### src/rtl/core/fqpr_pkg.sv
`default_nettype none
// ----------------------------------------------------------------------------
// fqpr_pkg: shared definitions for the prefix-reversing FIFO queue
// Depth, derived widths, command and status codes, the result record and
// the ring-position helper used by the sequencer.
// ----------------------------------------------------------------------------
package fqpr_pkg;

  // Queue depth and the widths that follow from it.
  localparam int DEPTH = 16;
  localparam int AW    = (DEPTH > 1) ? $clog2(DEPTH) : 1;
  localparam int CW    = $clog2(DEPTH + 1);
  // Width of the input count field and the width used to compare it.
  localparam int KW    = 5;
  localparam int CMPW  = (CW > KW) ? CW : KW;
  localparam int DW    = 32;

  // Command codes.
  localparam logic [2:0] CMD_ENQ  = 3'd0;
  localparam logic [2:0] CMD_DEQ  = 3'd1;
  localparam logic [2:0] CMD_PEEK = 3'd2;
  localparam logic [2:0] CMD_REV  = 3'd3;
  localparam logic [2:0] CMD_LIST = 3'd4;

  // Status codes.
  localparam logic [1:0] ST_OK       = 2'd0;
  localparam logic [1:0] ST_EMPTY    = 2'd1;
  localparam logic [1:0] ST_FULL     = 2'd2;
  localparam logic [1:0] ST_BADCOUNT = 2'd3;

  // One result record handed from the sequencer to the output register.
  typedef struct packed {
    logic [1:0]    status;
    logic [DW-1:0] data;
    logic          last;
  } res_t;

  // Ring position of an offset from a base slot; the sum stays below
  // twice the depth, so one compare and subtract wraps it.
  function automatic logic [AW-1:0] ring_add(input logic [AW-1:0] base,
                                             input logic [CW-1:0] off);
    logic [CW:0] sum;
    sum = (CW+1)'(base) + (CW+1)'(off);
    if (sum >= (CW+1)'(DEPTH)) begin
      sum = sum - (CW+1)'(DEPTH);
    end
    return sum[AW-1:0];
  endfunction

endpackage
`default_nettype wire

### src/rtl/core/fqpr_ram.sv
`default_nettype none
// ----------------------------------------------------------------------------
// fqpr_ram: generic simple dual-port RAM
// One write port and one read port with a registered, enabled read.
// ----------------------------------------------------------------------------
module fqpr_ram #(
  parameter int W = 32,
  parameter int D = 16
) (
  input  wire logic                 clk,
  input  wire logic                 we,
  input  wire logic [$clog2(D)-1:0] waddr,
  input  wire logic [W-1:0]         wdata,
  input  wire logic                 re,
  input  wire logic [$clog2(D)-1:0] raddr,
  output logic      [W-1:0]         rdata
);

  logic [W-1:0] mem [D];
  logic [W-1:0] rdata_r;

  // Write port and registered read port; read data holds while re is low.
  always_ff @(posedge clk) begin
    if (we) begin
      mem[waddr] <= wdata;
    end
    if (re) begin
      rdata_r <= mem[raddr];
    end
  end

  assign rdata = rdata_r;

endmodule
`default_nettype wire

### src/rtl/core/fqpr_obuf.sv
`default_nettype none
// ----------------------------------------------------------------------------
// fqpr_obuf: result output register
// Holds one result for the downstream side and tells the sequencer when a
// new result may be loaded.
// ----------------------------------------------------------------------------
module fqpr_obuf
  import fqpr_pkg::*;
(
  input  wire logic clk,
  input  wire logic rst_n,
  input  wire logic emit_valid,
  input  wire res_t emit_res,
  output logic      can_emit,
  output logic      out_valid,
  input  wire logic out_stall,
  output res_t      out_res
);

  logic valid_r, valid_nxt;
  res_t res_r;

  // The register is free when empty or when its result leaves this cycle.
  assign can_emit = !valid_r || !out_stall;

  always_comb begin
    valid_nxt = valid_r;
    if (emit_valid) begin
      valid_nxt = 1'b1;
    end else if (!out_stall) begin
      valid_nxt = 1'b0;
    end
  end

  always_ff @(posedge clk) begin
    if (!rst_n) begin
      valid_r <= 1'b0;
    end else begin
      valid_r <= valid_nxt;
    end
  end

  // Payload needs no reset.
  always_ff @(posedge clk) begin
    if (emit_valid) begin
      res_r <= emit_res;
    end
  end

  assign out_valid = valid_r;
  assign out_res   = res_r;

endmodule
`default_nettype wire

### src/rtl/core/fqpr_seq.sv
`default_nettype none
// ----------------------------------------------------------------------------
// fqpr_seq: command sequencer
// Keeps the head slot and occupancy, decodes each command and walks the
// entry memory for dequeue, peek, reverse and list.
// ----------------------------------------------------------------------------
module fqpr_seq
  import fqpr_pkg::*;
(
  input  wire logic                 clk,
  input  wire logic                 rst_n,
  input  wire logic                 in_valid,
  output logic                      in_stall,
  input  wire logic [2:0]           in_command,
  input  wire logic [DW-1:0]        in_value,
  input  wire logic [KW-1:0]        in_count,
  output logic                      ram_we,
  output logic      [AW-1:0]        ram_waddr,
  output logic      [DW-1:0]        ram_wdata,
  output logic                      ram_re,
  output logic      [AW-1:0]        ram_raddr,
  input  wire logic [DW-1:0]        ram_rdata,
  input  wire logic                 can_emit,
  output logic                      emit_valid,
  output res_t                      emit_res
);

  localparam logic [3:0] S_IDLE   = 4'd0;
  localparam logic [3:0] S_EXEC   = 4'd1;
  localparam logic [3:0] S_RDWAIT = 4'd2;
  localparam logic [3:0] S_RA     = 4'd3;
  localparam logic [3:0] S_RB     = 4'd4;
  localparam logic [3:0] S_WA     = 4'd5;
  localparam logic [3:0] S_WB     = 4'd6;
  localparam logic [3:0] S_DONE   = 4'd7;
  localparam logic [3:0] S_LRD    = 4'd8;
  localparam logic [3:0] S_LOUT   = 4'd9;

  logic [3:0]    state_r, state_nxt;
  logic [AW-1:0] head_r, head_nxt;
  logic [CW-1:0] occ_r, occ_nxt;
  logic [CW-1:0] idx_r, idx_nxt;
  logic [2:0]    cmd_r;
  logic [DW-1:0] val_r;
  logic [KW-1:0] cnt_r;
  logic [DW-1:0] tmp_r, tmp_nxt;

  logic          accept;
  logic          is_empty;
  logic          is_full;
  logic          bad_count;
  logic          last_pair;
  logic          last_elem;
  logic [CMPW-1:0] off_b_w;
  logic [AW-1:0] pos_a;
  logic [AW-1:0] pos_b;
  logic [AW-1:0] pos_tail;
  logic [AW-1:0] head_inc;

  // Input handshake: a new transaction is taken only in the idle state.
  assign in_stall = (state_r != S_IDLE);
  assign accept   = in_valid && !in_stall;

  // Status conditions and ring positions.
  assign is_empty  = (occ_r == '0);
  assign is_full   = (occ_r == CW'(DEPTH));
  assign bad_count = (cnt_r == '0) || (CMPW'(cnt_r) > CMPW'(occ_r));
  assign last_pair = ((CMPW'(idx_r) + CMPW'(1)) == CMPW'(cnt_r >> 1));
  assign last_elem = ((idx_r + CW'(1)) == occ_r);
  assign off_b_w   = CMPW'(cnt_r) - CMPW'(1) - CMPW'(idx_r);
  assign pos_a     = ring_add(head_r, idx_r);
  assign pos_b     = ring_add(head_r, off_b_w[CW-1:0]);
  assign pos_tail  = ring_add(head_r, occ_r);
  assign head_inc  = ring_add(head_r, CW'(1));

  // Next-state and memory control.
  always_comb begin
    state_nxt  = state_r;
    head_nxt   = head_r;
    occ_nxt    = occ_r;
    idx_nxt    = idx_r;
    tmp_nxt    = tmp_r;
    ram_we     = 1'b0;
    ram_waddr  = pos_a;
    ram_wdata  = val_r;
    ram_re     = 1'b0;
    ram_raddr  = pos_a;
    emit_valid = 1'b0;
    emit_res   = '{status: ST_OK, data: '0, last: 1'b1};

    unique case (state_r)
      S_IDLE: begin
        if (accept) begin
          state_nxt = S_EXEC;
        end
      end

      S_EXEC: begin
        idx_nxt = '0;
        unique case (cmd_r)
          CMD_ENQ: begin
            if (can_emit) begin
              emit_valid = 1'b1;
              state_nxt  = S_IDLE;
              if (is_full) begin
                emit_res.status = ST_FULL;
              end else begin
                ram_we    = 1'b1;
                ram_waddr = pos_tail;
                ram_wdata = val_r;
                occ_nxt   = occ_r + CW'(1);
              end
            end
          end
          CMD_DEQ, CMD_PEEK: begin
            if (is_empty) begin
              if (can_emit) begin
                emit_valid      = 1'b1;
                emit_res.status = ST_EMPTY;
                state_nxt       = S_IDLE;
              end
            end else begin
              ram_re    = 1'b1;
              ram_raddr = head_r;
              state_nxt = S_RDWAIT;
            end
          end
          CMD_REV: begin
            if (is_empty || bad_count) begin
              if (can_emit) begin
                emit_valid      = 1'b1;
                emit_res.status = is_empty ? ST_EMPTY : ST_BADCOUNT;
                state_nxt       = S_IDLE;
              end
            end else if (cnt_r == KW'(1)) begin
              state_nxt = S_DONE;
            end else begin
              state_nxt = S_RA;
            end
          end
          CMD_LIST: begin
            if (is_empty) begin
              if (can_emit) begin
                emit_valid      = 1'b1;
                emit_res.status = ST_EMPTY;
                state_nxt       = S_IDLE;
              end
            end else begin
              state_nxt = S_LRD;
            end
          end
          default: begin
            if (can_emit) begin
              emit_valid = 1'b1;
              state_nxt  = S_IDLE;
            end
          end
        endcase
      end

      // Head word is in the read register; dequeue also advances the head.
      S_RDWAIT: begin
        if (can_emit) begin
          emit_valid    = 1'b1;
          emit_res.data = ram_rdata;
          state_nxt     = S_IDLE;
          if (cmd_r == CMD_DEQ) begin
            head_nxt = head_inc;
            occ_nxt  = occ_r - CW'(1);
          end
        end
      end

      // Swap of one pair: read both ends, then write them back crossed.
      S_RA: begin
        ram_re    = 1'b1;
        ram_raddr = pos_a;
        state_nxt = S_RB;
      end
      S_RB: begin
        ram_re    = 1'b1;
        ram_raddr = pos_b;
        tmp_nxt   = ram_rdata;
        state_nxt = S_WA;
      end
      S_WA: begin
        ram_we    = 1'b1;
        ram_waddr = pos_a;
        ram_wdata = ram_rdata;
        state_nxt = S_WB;
      end
      S_WB: begin
        ram_we    = 1'b1;
        ram_waddr = pos_b;
        ram_wdata = tmp_r;
        if (last_pair) begin
          state_nxt = S_DONE;
        end else begin
          idx_nxt   = idx_r + CW'(1);
          state_nxt = S_RA;
        end
      end
      S_DONE: begin
        if (can_emit) begin
          emit_valid = 1'b1;
          state_nxt  = S_IDLE;
        end
      end

      // List walk: one read, then one result per entry.
      S_LRD: begin
        ram_re    = 1'b1;
        ram_raddr = pos_a;
        state_nxt = S_LOUT;
      end
      S_LOUT: begin
        if (can_emit) begin
          emit_valid    = 1'b1;
          emit_res.data = ram_rdata;
          emit_res.last = last_elem;
          if (last_elem) begin
            state_nxt = S_IDLE;
          end else begin
            idx_nxt   = idx_r + CW'(1);
            state_nxt = S_LRD;
          end
        end
      end

      default: begin
        state_nxt = S_IDLE;
      end
    endcase
  end

  // Control state.
  always_ff @(posedge clk) begin
    if (!rst_n) begin
      state_r <= S_IDLE;
      head_r  <= '0;
      occ_r   <= '0;
    end else begin
      state_r <= state_nxt;
      head_r  <= head_nxt;
      occ_r   <= occ_nxt;
    end
  end

  // Captured transaction fields and walk registers.
  always_ff @(posedge clk) begin
    if (accept) begin
      cmd_r <= in_command;
      val_r <= in_value;
      cnt_r <= in_count;
    end
    idx_r <= idx_nxt;
    tmp_r <= tmp_nxt;
  end

endmodule
`default_nettype wire

### src/rtl/core/fifo_queue_with_prefix_reverse.sv
`default_nettype none
// ----------------------------------------------------------------------------
// fifo_queue_with_prefix_reverse: bounded FIFO with in-place prefix reverse
// Ring-buffer queue of signed 32-bit words with enqueue, dequeue, peek,
// reverse-first-k and list commands.
// ----------------------------------------------------------------------------
// One command is taken at a time; in_stall is high from acceptance until the
// command's last result has been loaded into the output register. A list
// walk makes one memory read and one result per entry, and a reverse of k
// entries swaps floor(k/2) pairs; each swapped pair costs two reads and two
// writes on the single read and single write port of the entry memory. The
// entry memory needs no clearing after reset; it is usable as soon as reset
// is released.
module fifo_queue_with_prefix_reverse
  import fqpr_pkg::*;
(
  input  wire logic               clk,
  input  wire logic               rst_n,
  input  wire logic               in_valid,
  output logic                    in_stall,
  input  wire logic [2:0]         in_command,
  input  wire logic signed [31:0] in_value,
  input  wire logic [4:0]         in_count,
  output logic                    out_valid,
  input  wire logic               out_stall,
  output logic [1:0]              out_status,
  output logic signed [31:0]      out_data,
  output logic                    out_last
);

  logic          ram_we;
  logic [AW-1:0] ram_waddr;
  logic [DW-1:0] ram_wdata;
  logic          ram_re;
  logic [AW-1:0] ram_raddr;
  logic [DW-1:0] ram_rdata;
  logic          can_emit;
  logic          emit_valid;
  res_t          emit_res;
  res_t          out_res;

  // Command sequencer.
  fqpr_seq u_seq (
    .clk        (clk),
    .rst_n      (rst_n),
    .in_valid   (in_valid),
    .in_stall   (in_stall),
    .in_command (in_command),
    .in_value   (in_value),
    .in_count   (in_count),
    .ram_we     (ram_we),
    .ram_waddr  (ram_waddr),
    .ram_wdata  (ram_wdata),
    .ram_re     (ram_re),
    .ram_raddr  (ram_raddr),
    .ram_rdata  (ram_rdata),
    .can_emit   (can_emit),
    .emit_valid (emit_valid),
    .emit_res   (emit_res)
  );

  // Entry storage.
  fqpr_ram #(
    .W (DW),
    .D (DEPTH)
  ) u_ram (
    .clk   (clk),
    .we    (ram_we),
    .waddr (ram_waddr),
    .wdata (ram_wdata),
    .re    (ram_re),
    .raddr (ram_raddr),
    .rdata (ram_rdata)
  );

  // Output register.
  fqpr_obuf u_obuf (
    .clk        (clk),
    .rst_n      (rst_n),
    .emit_valid (emit_valid),
    .emit_res   (emit_res),
    .can_emit   (can_emit),
    .out_valid  (out_valid),
    .out_stall  (out_stall),
    .out_res    (out_res)
  );

  assign out_status = out_res.status;
  assign out_data   = out_res.data;
  assign out_last   = out_res.last;

endmodule
`default_nettype wire

### config.mk
export PLATFORM = sky130hd
export DESIGN_NAME = fifo_queue_with_prefix_reverse
export DESIGN_NICKNAME = d
export VERILOG_FILES = /design/src/rtl/core/fqpr_pkg.sv /design/src/rtl/core/fqpr_ram.sv /design/src/rtl/core/fqpr_obuf.sv /design/src/rtl/core/fqpr_seq.sv /design/src/rtl/core/fifo_queue_with_prefix_reverse.sv
export SDC_FILE = /design/constraint.sdc
export NUM_CORES = 1
export LEC_CHECK = 0
export ABC_AREA = 1
export BUFFER_PORTS_ARGS = -buffer_cell sky130_fd_sc_hd__buf_2
export CORE_MARGIN = 2
export CORE_UTILIZATION = 40
export DETAILED_ROUTE_END_ITERATION = 6
export HOLD_SLACK_MARGIN = 0.05
export SYNTH_ARGS = -nofsm -noshare
export SYNTH_HDL_FRONTEND = slang
export SYNTH_HIERARCHICAL = 1
export SYNTH_SLANG_ARGS = --single-unit
### constraint.sdc
create_clock -name clk -period 9 [get_ports clk]
set_input_delay 1.8 -clock clk [delete_from_list [all_inputs] [get_ports clk]]
set_output_delay 1.8 -clock clk [all_outputs]
set_load 0.1 [all_outputs]
==> metrics.yaml <==
setup_path:
  r2r_end: "u_ram/rdata[29]"
  arrival_ps: 5010
  path_buf_inv: 4
  worst_ep_required_time_ps: 9460
  max_stage_delay_ps: 720
  crit_family: "buffers and inverters"
  ff2ff_path_depth: 13
  cp-start-kind: "flop"
  regToRegStartpoint: "u_seq/idx_r[0]"
  endpoint_kind: "flop"
  critical_path.slowest_cell: "buf_4"
  crit_chain: "inv_1 > ha_1 > fa_1 > fa_1 > xor2_1 > nand2_1 > o221ai_4 > buf_4 > clkinv_2 > buf_4 > nand3_1 > nand3_1 > nand2_1"
  path_max_fanout: 65
  rrSetupSlack_ps: 4460
  setup.worst_path.class: "flop to flop"
logic_synthesis:
  synth-seq-area-share: 0.682
  ys_ff_latch: 670
  synth_area_um2: 29300
  synth-main-ff-cell: "edfxtp_1"
  async_reset_ff_frac: 0
  synth_warnings: 6
  netlist_instances: 2735
  syn-num-nets: 2806
  avgSynthCellArea_um2: 10.7
  synth_edf_count: 656
  synth_cell_type_count: 43
global_routing:
  grt_max_degree: 161
  grt_first_pass_wirelength_mm: 110
  grtUsageTotal: 0.191
  gr-total-overflow: 0
  grt_antenna_before_repair: 0
  grt_pass1_vias: 18600
pwr:
  peakVddDrop_mv: 0.154
  p_leak_nw: 13.6
  power_density_nw_per_um2: 206
detailed_routing:
  routed_wl_mm: 71.8
  wl_met3_mm: 5.08
  wl_per_cell_um: 18.8
  drt-initial-drc-count: 1603
  met2_length_mm: 33.5
  ant_nets: 0
  drc: 6
  top_layer_used: "met4"
  first_pass_iters: 7
  viasPerCell: 5.00
  m1WireLength_mm: 31.1
  vias: 19100
place:
  gp_congestion: 0.873
  io_buffers: 80
  dp.cells: 3697
  place_area_um2: 30600
  dp_hpwl_mm: 41.5
layout:
  final_common_cell: "nand2_1"
  syn2layout_area_growth_pct: 12.1
  antennaDiodeCount: 0
  drive_gt1_frac: 0.0944
  final_nets: 2882
  most-common-layout-cells: "nand2_1, edfxtp_1, inv_1"
  final_cells: 3818
  fin_area_um2: 32800
die:
  die_w_um: 275
  num_io_pins: 81
  initial_core_util: 0.403
  die_h_um: 275
  die_area_um2: 75400
  rows: 99
  core_region_area_um2: 72700
flow_run:
  cap_violations: 0
timing:
  finClkSkew_ps: 25.3
  finalHoldViolations: 0
  period_minus_slack_ps: 4540
  worstMarginPinSlew_ps: 1340
  setup_viol: 0
  slew_headroom: 0.101
  fmax_ghz: 0.220
  tns_ps: 0
  rsz0062_at_grt: "false"
  slew_viol_final: 0
  period_share: 0.505
worst_hold_path:
  hp-start: "u_ram/rdata[30]"
  hold_class: "flop to flop"
  min_to: "u_seq/tmp_r[30]"
  hold_path_depth: 0
clock_tree:
  cts_buffers: 69
  clk_pin_slew_ps: 60
  cts_root_buffer: "clkbuf_16"
  h-tree-depth: 3
  ctsHoldBuffers: 0
  post_cts_resized: 0
  cts.sinks: 670
  insertion_delay_ps: 610
  cts_tree: "built"
  postCtsSetupBuffers: 0
  cts_buffer_depth: 3
outcome:
  violations: "design-rule violations"
  status: "complete, but fails checks"
## power breakdown
group	total (mW)	internal, mW	leakage [nW]	switching (mW)
logic	0.489	0.115	6.49	0.374
registers	3.49	3.47	6.06	0.0162
clock network	2.78	1.62	1.06	1.16
## synthesized netlist by cell type, types with 5 or more instances
master,instances,area (um^2)
inv_1,465,1750
buf_6,29,327
xnor2_1,8,70.1
clkbuf_1,22,82.6
nand2_1,812,3050
a21oi_1,21,105
nor2_1,82,308
o21ai_0,12,60.1
buf_1,14,52.6
edfxtp_1,656,19700
inv_2,12,45.0
o21ai_1,7,35.0
buf_2,47,235
buf_4,6,45.0
xor2_1,9,78.8
nand4_1,7,43.8
dfxtp_1,14,280
nand3_1,415,2080
ha_1,22,275
o211ai_1,35,263
fa_1,5,100
## sequential cells by signal (all words and copies together), names as in the netlist
name and flops:
u_seq/cnt_r 5, u_ram/rdata 32, u_seq/occ_r 5, u_ram/mem 512, u_obuf/out_valid 1, u_obuf/out_res 35, u_seq/head_r 4, u_seq/cmd_r 3
u_seq/idx_r 5, u_seq/state_r 4, u_seq/tmp_r 32, u_seq/val_r 32
## kinds of logic (layout without fill, tap and decap cells)
kind of cell,count (synthesis),in the layout,share of synthesized area
simple gates,1333,1333,0.192
flops,670,670,0.682
buf+inv,601,725,0.0886
compound gates,87,87,0.0190
fa+ha+maj,27,27,0.0128
xor+xnor,17,17,0.00509
## area by class of cell
class | count | area [um^2]
fillers | 6553 | 39900
clock buffers | 82 | 1860
inverters | 480 | 1820
well taps | 959 | 1200
multi-input cells | 1464 | 6880
clock inverters | 37 | 325
repair buffers | 126 | 758
flip-flops and latches | 670 | 20000
## metrics by stage
| step | hold WS (ps) | power, mW | utilization | worst slack [ps] |
|---|---|---|---|---|
| 2_1_floorplan | 426 | 3.90 | - | 4240 |
| 3_5_place_dp | 445 | 4.04 | 0.421 | 4250 |
| 6_report | 457 | 6.75 | 0.451 | 4460 |
| 5_1_grt | 477 | 6.97 | 0.451 | 4140 |
| 3_3_place_gp | 451 | 4.04 | 0.421 | 4320 |
| 4_1_cts | 459 | 6.81 | 0.451 | 4480 |
## layer usage
layer	global-route usage	vias up
li1	-	9093
met2	0.312	654
met3	0.0326	131
met1	0.259	9206
met5	0	-
met4	0.0674	0
## worst register-to-register path, delay by kind of cell (launching register included)
| family | cells | cell delay, ps |
|---|---|---|
| xor gates and xnor gates | 1 | 200 |
| AOI/OAI and AO/OA | 1 | 70 |
| buffers and inverters | 4 | 1990 |
| adders and majority gates | 3 | 1110 |
| DFF | 1 | 510 |
| and+or+nand+nor | 4 | 530 |
## worst max path at each step
stage	to	startpoint	depth (start not counted)	slack [ps]
after detailed placement	u_ram/mem[15][15]	out_stall	12	4250
after global routing	u_ram/rdata[9]	u_seq/idx_r[0]	14	4140
after CTS	u_ram/rdata[16]	u_seq/idx_r[0]	13	4480
final	u_ram/rdata[29]	u_seq/idx_r[0]	13	4460
after floorplan	u_ram/mem[12][0]	out_stall	12	4240
after global placement	u_ram/mem[15][15]	out_stall	12	4320
No activity file was read; power rests on OpenSTA's default activity.
